[src/hw/rtl/rtp_pkg.sv]
// ----------------------------------------------------------------------------
// rtp_pkg
// shared types, constants and helpers for the rgb to terminal palette block
// ----------------------------------------------------------------------------
package rtp_pkg;

  typedef enum logic [1:0] {
    MODE_TWO     = 2'd0,
    MODE_SIXTEEN = 2'd1,
    MODE_PALETTE = 2'd2,
    MODE_DIRECT  = 2'd3
  } rtp_mode_e;

  // stage load enables from the pipeline control
  typedef struct packed {
    logic s1;
    logic s2;
    logic s3;
    logic s4;
  } rtp_adv_t;

  localparam int unsigned PixW     = 24;
  localparam int unsigned ChanW    = 8;
  localparam int unsigned IdxW     = 8;
  localparam int unsigned OutDataW = IdxW + 3 * ChanW;

  localparam int unsigned GreyQW   = 5;
  localparam int unsigned GreyProdW = 23;
  localparam logic [13:0] GreyRecip = 14'd12340;
  localparam int unsigned GreyShift = 18;
  localparam logic [GreyQW-1:0] GreySteps = 5'd24;
  localparam logic [IdxW-1:0] GreyBase = 8'd232;
  localparam logic [IdxW-1:0] GreyTop  = 8'd255;
  localparam logic [IdxW-1:0] CubeBase = 8'd16;
  localparam logic [IdxW-1:0] CubeRedW = 8'd36;
  localparam logic [IdxW-1:0] CubeGrnW = 8'd6;

  // level of one channel on the 6-step cube axis
  function automatic logic [2:0] cube_level(logic [ChanW-1:0] c);
    logic [2:0] lvl;
    lvl = 3'd0;
    if (c >= 8'd56) lvl = 3'd1;
    if (c >= 8'd96) lvl = 3'd2;
    if (c >= 8'd136) lvl = 3'd3;
    if (c >= 8'd176) lvl = 3'd4;
    if (c >= 8'd216) lvl = 3'd5;
    return lvl;
  endfunction

endpackage

[src/hw/rtl/rtp_core.sv]
// ----------------------------------------------------------------------------
// rtp_core
// pixel datapath: capture, min/max and cube levels, grey test and ramp
// step, final code select
// ----------------------------------------------------------------------------
module rtp_core (
  input  logic                          clk_i,
  input  rtp_pkg::rtp_adv_t             adv_i,
  input  rtp_pkg::rtp_mode_e            mode_i,
  input  logic [rtp_pkg::PixW-1:0]      pixel_i,
  input  logic                          last_i,
  output logic [rtp_pkg::OutDataW-1:0]  data_o,
  output logic                          last_o
);
  import rtp_pkg::*;

  // stage 1
  rtp_mode_e         mode1_q;
  logic [PixW-1:0]   pix1_q;
  logic              last1_q;

  // stage 2
  rtp_mode_e         mode2_q;
  logic [PixW-1:0]   pix2_q;
  logic              last2_q;
  logic [ChanW-1:0]  hi2_q, lo2_q;
  logic [2:0]        lvr2_q, lvg2_q, lvb2_q;
  logic [2:0]        simple2_q;
  logic [ChanW-1:0]  hi2_d, lo2_d;
  logic [2:0]        simple2_d;

  // stage 3
  rtp_mode_e         mode3_q;
  logic [PixW-1:0]   pix3_q;
  logic              last3_q;
  logic [2:0]        simple3_q;
  logic              grey3_q;
  logic [IdxW-1:0]   cube3_q;
  logic [GreyQW-1:0] q3_q;
  logic              grey3_d;
  logic [IdxW-1:0]   cube3_d;
  logic [ChanW:0]    sum3;
  logic [GreyProdW-1:0] prod3;
  logic [ChanW-1:0]  diff3;

  // stage 4
  logic [OutDataW-1:0] data4_q, data4_d;
  logic                last4_q;
  logic [IdxW-1:0]     idx4;

  logic [ChanW-1:0] r1, g1, b1;

  assign r1 = pix1_q[23:16];
  assign g1 = pix1_q[15:8];
  assign b1 = pix1_q[7:0];

  always_ff @(posedge clk_i) begin
    if (adv_i.s1) begin
      mode1_q <= mode_i;
      pix1_q  <= pixel_i;
      last1_q <= last_i;
    end
  end

  always_comb begin
    hi2_d = r1;
    lo2_d = r1;
    if (g1 > hi2_d) hi2_d = g1;
    if (b1 > hi2_d) hi2_d = b1;
    if (g1 < lo2_d) lo2_d = g1;
    if (b1 < lo2_d) lo2_d = b1;
    case (mode1_q)
      MODE_TWO:     simple2_d = {2'b00, (pix1_q != '0)};
      MODE_SIXTEEN: simple2_d = {b1[7], g1[7], r1[7]};
      default:      simple2_d = 3'd0;
    endcase
  end

  always_ff @(posedge clk_i) begin
    if (adv_i.s2) begin
      mode2_q   <= mode1_q;
      pix2_q    <= pix1_q;
      last2_q   <= last1_q;
      hi2_q     <= hi2_d;
      lo2_q     <= lo2_d;
      lvr2_q    <= cube_level(r1);
      lvg2_q    <= cube_level(g1);
      lvb2_q    <= cube_level(b1);
      simple2_q <= simple2_d;
    end
  end

  // grey when (hi - lo) * 256 / hi < 32, i.e. (hi - lo) * 8 < hi
  always_comb begin
    diff3   = hi2_q - lo2_q;
    grey3_d = (hi2_q == '0) || ({diff3, 3'b000} < {3'b000, hi2_q});
    sum3    = {1'b0, hi2_q} + {1'b0, lo2_q};
    prod3   = GreyProdW'(sum3) * GreyProdW'(GreyRecip);
    cube3_d = CubeBase + IdxW'(lvr2_q) * CubeRedW + IdxW'(lvg2_q) * CubeGrnW
              + IdxW'(lvb2_q);
  end

  always_ff @(posedge clk_i) begin
    if (adv_i.s3) begin
      mode3_q   <= mode2_q;
      pix3_q    <= pix2_q;
      last3_q   <= last2_q;
      simple3_q <= simple2_q;
      grey3_q   <= grey3_d;
      cube3_q   <= cube3_d;
      q3_q      <= prod3[GreyShift +: GreyQW];
    end
  end

  always_comb begin
    idx4 = '0;
    if (grey3_q) begin
      idx4 = (q3_q == GreySteps) ? GreyTop : GreyBase + IdxW'(q3_q);
    end else begin
      idx4 = cube3_q;
    end
    case (mode3_q)
      MODE_TWO, MODE_SIXTEEN: data4_d = {24'd0, 5'd0, simple3_q};
      MODE_PALETTE:           data4_d = {24'd0, idx4};
      MODE_DIRECT:            data4_d = {pix3_q[7:0], pix3_q[15:8], pix3_q[23:16], 8'd0};
      default:                data4_d = '0;
    endcase
  end

  always_ff @(posedge clk_i) begin
    if (adv_i.s4) begin
      data4_q <= data4_d;
      last4_q <= last3_q;
    end
  end

  assign data_o = data4_q;
  assign last_o = last4_q;

endmodule

[src/hw/rtl/rgb_to_terminal_palette_top.sv]
// ----------------------------------------------------------------------------
// rgb_to_terminal_palette_top
// maps a 24-bit rgb pixel stream to terminal color codes in the selected mode
// ----------------------------------------------------------------------------
// One pixel per clock in and out while the output side is ready. Each pixel
// passes four register stages (capture, min/max and cube levels, grey test
// with ramp multiply, code select); a result is registered in the last stage
// and, when the output side is ready, transfers at the following edge.
// Backpressure stalls a full stage only when the stage after it is stalled;
// bubbles are squeezed out. The color mode is sampled with each pixel as it enters.
module rgb_to_terminal_palette_top (
  input  logic        clk_i,
  input  logic        rst_ni,
  input  logic        cfg_we_i,
  input  logic [1:0]  cfg_data_i,     // color_mode
  input  logic        s_axis_tvalid,
  output logic        s_axis_tready,
  input  logic [23:0] s_axis_tdata,   // pixel_rgb[23:0]
  input  logic        s_axis_tlast,   // row_end
  output logic        m_axis_tvalid,
  input  logic        m_axis_tready,
  output logic [31:0] m_axis_tdata,   // palette_index, red_out, green_out, blue_out
  output logic        m_axis_tlast    // row_done
);
  import rtp_pkg::*;

  rtp_mode_e mode_q;
  logic      v1_q, v2_q, v3_q, v4_q;
  logic      rdy1, rdy2, rdy3, rdy4;
  rtp_adv_t  adv;

  always_ff @(posedge clk_i or negedge rst_ni) begin
    if (!rst_ni) begin
      mode_q <= MODE_TWO;
    end else if (cfg_we_i) begin
      mode_q <= rtp_mode_e'(cfg_data_i);
    end
  end

  assign rdy4 = !v4_q || m_axis_tready;
  assign rdy3 = !v3_q || rdy4;
  assign rdy2 = !v2_q || rdy3;
  assign rdy1 = !v1_q || rdy2;

  assign adv.s1 = rdy1;
  assign adv.s2 = rdy2;
  assign adv.s3 = rdy3;
  assign adv.s4 = rdy4;

  always_ff @(posedge clk_i or negedge rst_ni) begin
    if (!rst_ni) begin
      v1_q <= 1'b0;
      v2_q <= 1'b0;
      v3_q <= 1'b0;
      v4_q <= 1'b0;
    end else begin
      if (rdy1) v1_q <= s_axis_tvalid;
      if (rdy2) v2_q <= v1_q;
      if (rdy3) v3_q <= v2_q;
      if (rdy4) v4_q <= v3_q;
    end
  end

  rtp_core u_core (
    .clk_i   (clk_i),
    .adv_i   (adv),
    .mode_i  (mode_q),
    .pixel_i (s_axis_tdata),
    .last_i  (s_axis_tlast),
    .data_o  (m_axis_tdata),
    .last_o  (m_axis_tlast)
  );

  assign s_axis_tready = rdy1;
  assign m_axis_tvalid = v4_q;

endmodule

[config.mk]
export PLATFORM = sky130hd
export DESIGN_NAME = rgb_to_terminal_palette_top
export DESIGN_NICKNAME = d
export VERILOG_FILES = /design/src/hw/rtl/rtp_pkg.sv /design/src/hw/rtl/rtp_core.sv /design/src/hw/rtl/rgb_to_terminal_palette_top.sv
export SDC_FILE = /design/constraint.sdc
export NUM_CORES = 1
export LEC_CHECK = 0
export ABC_AREA = 1
export BUFFER_PORTS_ARGS = -buffer_cell sky130_fd_sc_hd__buf_2
export CORE_AREA = 10 10 184 100
export CTS_CLUSTER_SIZE = 28
export DETAILED_ROUTE_END_ITERATION = 8
export DIE_AREA = 0 0 194 110
export GPL_TIMING_DRIVEN = 0
export PLACE_DENSITY = 0.79
export SYNTH_ARGS = -nofsm -noshare
export SYNTH_HDL_FRONTEND = slang
export SYNTH_SLANG_ARGS = --single-unit
[constraint.sdc]
create_clock -name clk_i -period 9.63 [get_ports clk_i]
set_input_delay 1.4445 -clock clk_i [delete_from_list [all_inputs] [get_ports clk_i]]
set_output_delay 1.4445 -clock clk_i [all_outputs]
set_load 0.02 [all_outputs]
==> impl_metrics.tcl, run 1 <==
set metrics [dict create \
    track_usage_pct 18.6 \
    fin_skew_ns 0.0185 \
    cts_tree "done" \
    dpl_cell_area_um2 9600 \
    ys_types 47 \
    routed_wl_um 19700 \
    clock_latency_ns 0.44 \
    count_of_antenna_diodes_in_the_layout 0 \
    setup-violations-final 0 \
    vias 6071 \
    num_io_pins 67 \
    worst-r2r-setup-slack_ns 4.66 \
    die_width_um 194 \
    synth_cells 803 \
    vias_per_cell 5.48 \
    final_cell_area_um2 10200 \
    gr-total-overflow 0 \
    initial_utilization_pct 59.3 \
    worstReg2RegStart "u_core.hi2_q[2]" \
    netlist_top_cells_count "159 x sky130_fd_sc_hd__edfxtp_1, 128 x sky130_fd_sc_hd__inv_1, 121 x sky130_fd_sc_hd__nand2_1, 103 x sky130_fd_sc_hd__ha_1, 75 x sky130_fd_sc_hd__nor2_1" \
    postCtsResizedCells 0 \
    gp_congestion 0.897 \
    setup.worst_path.class "input pin to output port" \
    timing.critical_path.to_type "output port" \
    initialDrtViolationCount 703 \
    register_bit_total_from_synthesis 165 \
    hold_path.startpoint "u_core.pix2_q[22]" \
    synth.net_count 951 \
    cts-root-buf "sky130_fd_sc_hd__clkbuf_16" \
    netlist_top_cells_area "sky130_fd_sc_hd__edfxtp_1 53%, sky130_fd_sc_hd__ha_1 14%, sky130_fd_sc_hd__inv_1 5.4%, sky130_fd_sc_hd__nand2_1 5.1%, sky130_fd_sc_hd__nor2_1 3.1%" \
    hold_violations 0 \
    grt_first_pass_wirelength_um 31000 \
    dominantRegCellSynth "sky130_fd_sc_hd__edfxtp_1" \
    largest_net_degree_at_the_start_of_global_routing 47 \
    maxCapViolations 0 \
    finalWorstPathRequiredPeriod_ns 5.66 \
    sequential_share_of_the_synthesized_area_pct 54.9 \
    synthMostInstantiatedCell "sky130_fd_sc_hd__edfxtp_1" \
    finalCritPeriodShare_pct 58.8 \
    cts_buffers 17 \
    final_nets 1039 \
    r2r_cells 20 \
    synth_largest_type_area_fraction_pct 53.2 \
    place.detailed.hpwl_um 14600 \
    drcViolationCount 0 \
    grt_antenna_before_repair 0 \
    postSynth.asyncResetShare_pct 3.64 \
    status "complete, no violations" \
    placed_cells_incl_taps 1075 \
    synth_enable_flop_cells 159 \
    core.rowCount 32 \
    syn2layout_area_growth_pct 14.2 \
    worst_slew_pin_slew_ns 1.34 \
    clock_tree.htree_level_count 4 \
    critical_path_peak_fanout 46 \
    timing.rr.end "u_core.q3_q[3]" \
    cp_data_arrival_time_ns 4.21 \
    min_to "u_core.pix3_q[22]" \
    detail_route.wl_per_cell_um 17.7 \
    numPortBuffers 66 \
    count_of_synthesis_stage_warnings_from_yosys 0 \
    ant_nets 0 \
    yosys.area.top_type "sky130_fd_sc_hd__edfxtp_1" \
    die_h_um 110 \
    tightest_slew_margin_relative_to_the_limit_pct 10.8 \
    worst_ep_required_time_ns 8.19 \
    drt_pre_antenna_iters 5 \
    final.setup.tns_ns 0 \
    rsz_0062_raised_after_global_routing "no" \
    final-instance-count-excl-fill 1108 \
    hold_buffer_count_at_cts 0 \
    hold_path.class "flop to flop" \
    whs_path_depth 0 \
    syn-cell-area_um2 8970 \
    tritoncts_sink_count 165 \
    floorplan.die_area_um2 21300 \
    drive_gt1_share_pct 14.9 \
    worstSetupStartpointType "input pin" \
    design.core.area_um2 15100 \
    synthesis.area_per_instance_um2 11.2 \
    final_util_pct 67.7 \
    clock.fmax_ghz 0.177 \
    cts.reportedPaths.clkPinSlew_ns 0.08 \
    clock_path_buffers 2 \
    cts.repair_timing.setup_buffer_count 0 \
    final-max-slew-violation-count 0 \
    first_global_vias 5952 \
]
-- how the worst max path moves through the flow --
stage             startpoint       endpoint  slack [ns]  depth (start not counted)
6_report       m_axis_tready  s_axis_tready        3.97                          9
5_1_grt        m_axis_tready  s_axis_tready        3.72                          9
4_1_cts        m_axis_tready  s_axis_tready        3.68                          9
3_5_place_dp   m_axis_tready  s_axis_tready        3.70                          9
3_3_place_gp   m_axis_tready  s_axis_tready        2.79                          8
2_1_floorplan  m_axis_tready  s_axis_tready        4.08                          6
-- metrics by stage --
step           hold WS, ns  setup slack [ns]
2_1_floorplan        0.400              4.08
3_3_place_gp         0.400              2.79
5_1_grt              0.425              3.72
4_1_cts              0.408              3.68
3_5_place_dp         0.405              3.70
6_report             0.412              3.97
-- cell families (layout without fill, tap and decap cells) --
kind of cell    after synthesis  after routing  share of synthesized area [%]
compound gates              108            108                           7.24
xor+xnor                     21             21                           2.34
fa+ha+maj                   116            116                           17.3
buf+inv                     142            243                           6.22
flops                       165            165                           54.9
mux                           2              2                          0.251
simple gates                249            249                           11.8
-- layout make-up --
cell class | count | area, um^2
Buffer | 7 | 37.5
Clock buffer | 17 | 425
Inverter | 135 | 520
Timing Repair Buffer | 69 | 398
Tap cell | 204 | 255
Sequential cell | 165 | 4920
Fill cell | 1066 | 4890
Clock inverter | 15 | 194
Multi-Input combinational cell | 496 | 3490
-- worst max-delay path, stage by stage --
cell	delay, ns
sky130_fd_sc_hd__buf_2	0.09
sky130_fd_sc_hd__nor2_1	0.11
sky130_fd_sc_hd__clkinv_1	0.54
sky130_fd_sc_hd__nor2_1	0.30
sky130_fd_sc_hd__inv_2	0.07
sky130_fd_sc_hd__buf_12	0.19
sky130_fd_sc_hd__nor2_1	0.20
sky130_fd_sc_hd__nand2_1	0.80
sky130_fd_sc_hd__buf_2	0.46
-- registers in the layout (all words and copies together) (netlist names), 2 cells and up --
name              flops
mode_q                2
u_core.cube3_q        8
u_core.data_o        32
u_core.hi2_q          8
u_core.lo2_q          8
u_core.lvb2_q         3
u_core.lvg2_q         3
u_core.lvr2_q         3
u_core.mode1_q        2
u_core.mode2_q        2
u_core.mode3_q        2
u_core.pix1_q        24
u_core.pix2_q        24
u_core.pix3_q        24
u_core.q3_q           5
u_core.simple2_q      3
u_core.simple3_q      3
-- placed cells by master, fill, tap and decap left out, types with 5 or more instances in the layout --
master and n:
sky130_fd_sc_hd__xor2_1 13, sky130_fd_sc_hd__nand3_1 27, sky130_fd_sc_hd__clkbuf_16 17, sky130_fd_sc_hd__fa_1 13, sky130_fd_sc_hd__xnor2_1 6, sky130_fd_sc_hd__clkbuf_1 5
sky130_fd_sc_hd__dfrtp_1 6, sky130_fd_sc_hd__inv_2 8, sky130_fd_sc_hd__a21oi_1 38, sky130_fd_sc_hd__edfxtp_1 159, sky130_fd_sc_hd__o21ai_1 24, sky130_fd_sc_hd__ha_1 103
sky130_fd_sc_hd__clkinv_8 5, sky130_fd_sc_hd__o21ai_0 19, sky130_fd_sc_hd__o221ai_1 5, sky130_fd_sc_hd__buf_2 66, sky130_fd_sc_hd__nand2_1 121, sky130_fd_sc_hd__inv_1 125
sky130_fd_sc_hd__nor2_1 75
-- metal layers --
layer,global-route usage (%),vias up,part of all wire [%]
met2,26.8,264,42
met4,4.26,0,0.92
met3,5.79,24,9.3
met1,27.0,2858,48
li1,-,2925,-
met5,0,-,0
Power of run 1 is not shown: default switching activity piles up to over one toggle a cycle in this logic, so the estimate is an artifact.
==> run 2: changes to the inputs <==
Settings changed: CORE_AREA 10 10 184 100 to 10 10 192 104, DIE_AREA 0 0 194 110 to 0 0 202 114, PLACE_DENSITY 0.79 to 0.76.
Clock period 9.63 ns to 4.6 ns, I/O delays scaled along.
==> run 2 against run 1 <==
Net effect:
- sequential cell count unchanged
- wire length down 2.3%
- largest cell class unchanged
- non-clock buffer count up 9
- hold slack worse by 0.34 ns
- critical path depth up 11
- die area up 7.9%
- register-to-register slack worse by 4.5 ns
- via count down 0.61%
- core utilization down 5.5 points
- clock-buffer cell count up 2
- design area up 2.0%
==> impl_metrics.tcl, run 2 (synthesis results as in run 1) <==
set metrics [dict create \
    worst_slack_ns 0.173 \
    num_io_pins 67 \
    die_width_um 202 \
    timing.hold.ws_ns 0.0713 \
    cts-root-buf "sky130_fd_sc_hd__clkbuf_16" \
    numPortBuffers 66 \
    gr-total-overflow 0 \
    cts.reportedPaths.clkPinSlew_ns 0.06 \
    grt_antenna_before_repair 0 \
    final_nets 1048 \
    hold_buffer_count_at_cts 0 \
    die_h_um 114 \
    highest_routed_layer "met4" \
    detailroute.wirelength.met3_um 2010 \
    final-instance-count-excl-fill 1147 \
    first_global_vias 5822 \
    finalCritPeriodShare_pct 96.2 \
    count_of_antenna_diodes_in_the_layout 0 \
    status "complete, no violations" \
    gp_congestion 0.876 \
    setup-violations-final 0 \
    clock_tree.htree_level_count 4 \
    initialDrtViolationCount 563 \
    critical_path_peak_fanout 4 \
    drcViolationCount 0 \
    placed_cells_incl_taps 1105 \
    detailedPlace.worstSlack_ns -0.287 \
    clock_path_buffers 2 \
    tightest_slew_margin_relative_to_the_limit_pct 12.7 \
    design.core.area_um2 16800 \
    vias_per_cell 5.26 \
    worst_ep_required_time_ns 4.78 \
    grt_first_pass_wirelength_um 30100 \
    hold_path.class "input pin to async pin" \
    ant_nets 0 \
    clock.fmax_ghz 0.226 \
    vias 6034 \
    setup.worst_path.class "flop to flop" \
    finalWorstPathRequiredPeriod_ns 4.43 \
    largest_net_degree_at_the_start_of_global_routing 45 \
    initial_utilization_pct 53.4 \
    final_cell_mix "159 x sky130_fd_sc_hd__edfxtp_1, 124 x sky130_fd_sc_hd__inv_1, 120 x sky130_fd_sc_hd__nand2_1, 93 x sky130_fd_sc_hd__ha_1, 74 x sky130_fd_sc_hd__nor2_1" \
    final_common_cell "sky130_fd_sc_hd__edfxtp_1" \
    final_util_pct 62.2 \
    final-max-slew-violation-count 0 \
    cts_tree "done" \
    floorplan.die_area_um2 23000 \
    place.detailed.hpwl_um 14200 \
    worstSetupStartpointType "flop" \
    maxCapViolations 0 \
    cts_buffers 17 \
    syn2layout_area_growth_pct 16.5 \
    routed_wl_um 19200 \
    hold_violations 0 \
    worst-r2r-setup-slack_ns 0.17 \
    timing.critical_path.to_type "flop" \
    clock_latency_ns 0.43 \
    tritoncts_sink_count 165 \
    drt_pre_antenna_iters 9 \
    detail_route.wl_per_cell_um 16.7 \
    cp_data_arrival_time_ns 4.61 \
    route.layer.met1.wl_um 9190 \
    drive_gt1_share_pct 18.5 \
    core.rowCount 34 \
    track_usage_pct 16.5 \
    fin_skew_ns 0.00609 \
    worst_slew_pin_slew_ns 1.31 \
    largest_register_ffs 32 \
    met2RoutedLength_um 7900 \
]
## run 2: cell count changes in the layout (fill, tap and decap cells not counted), sizes merged
| cell | delta |
|---|---|
| buf | +9 |
| clkinvlp | +2 |
| clkbuf | +2 |
| clkinv | -1 |
| inv | -3 |
## run 2: critical path, cell delays in order (launching register included)
cell and delay [ns]:
sky130_fd_sc_hd__edfxtp_1 0.40, sky130_fd_sc_hd__ha_2 0.22, sky130_fd_sc_hd__fa_2 0.35, sky130_fd_sc_hd__inv_1 0.07, sky130_fd_sc_hd__nor2_2 0.05, sky130_fd_sc_hd__o21ai_2 0.18, sky130_fd_sc_hd__nand2_4 0.10, sky130_fd_sc_hd__buf_4 0.15
sky130_fd_sc_hd__xor2_2 0.15, sky130_fd_sc_hd__ha_1 0.31, sky130_fd_sc_hd__ha_1 0.30, sky130_fd_sc_hd__ha_1 0.30, sky130_fd_sc_hd__fa_1 0.47, sky130_fd_sc_hd__ha_1 0.31, sky130_fd_sc_hd__nand2_1 0.07, sky130_fd_sc_hd__o21ai_2 0.21
sky130_fd_sc_hd__a31o_4 0.19, sky130_fd_sc_hd__nand2_1 0.05, sky130_fd_sc_hd__nand2_1 0.08, sky130_fd_sc_hd__nand2_1 0.07, sky130_fd_sc_hd__xnor2_1 0.12
## run 2: final timing paths
path | from | to | cells after the start
setup / recovery | u_core.hi2_q[0] | u_core.q3_q[1] | 20
hold / removal | rst_ni | mode_q[1] | 1
setup reg to reg | u_core.hi2_q[0] | u_core.q3_q[1] | 20
hold reg to reg | u_core.mode2_q[1] | u_core.mode3_q[1] | 0
max in group asynchronous | rst_ni | v1_q | 1
min in group clk_i | u_core.mode2_q[1] | u_core.mode3_q[1] | 0
## run 2: metrics by stage
step	TNS [ns]	instance area [um^2]
after global routing	-0.185	10400
final	0	10400
after CTS	0	10200
after global placement	-50.14	9590
after detailed placement	-1.13	9630
after floorplan	0	8970
## run 2: cell type report
type,count,area (um^2)
clock inverters,13,97.6
well taps,234,293
plain buffers,7,37.5
repair buffers,78,445
multi-input cells,496,3680
fillers,1272,6350
inverters,135,520
flip-flops and latches,165,4920
clock buffers,19,453
## run 2: timing repair
action / in CTS / in global routing
buffers inserted: 2 / 8
setup endpoints to repair: 5 / 5
cloned: 0 / 0
endpoints found under the hold margin: 0 / 0
pin swaps: 1 / 15
resized for setup: 8 / 22
## run 2: metal layers
metal  up-vias  global-route usage, %
met1      2817                   24.3
met5         -                      0
li1       2938                      -
met4         0                   3.19
met2       261                   22.9
met3        18                   5.58
Power of run 2 is left out for the same reason.
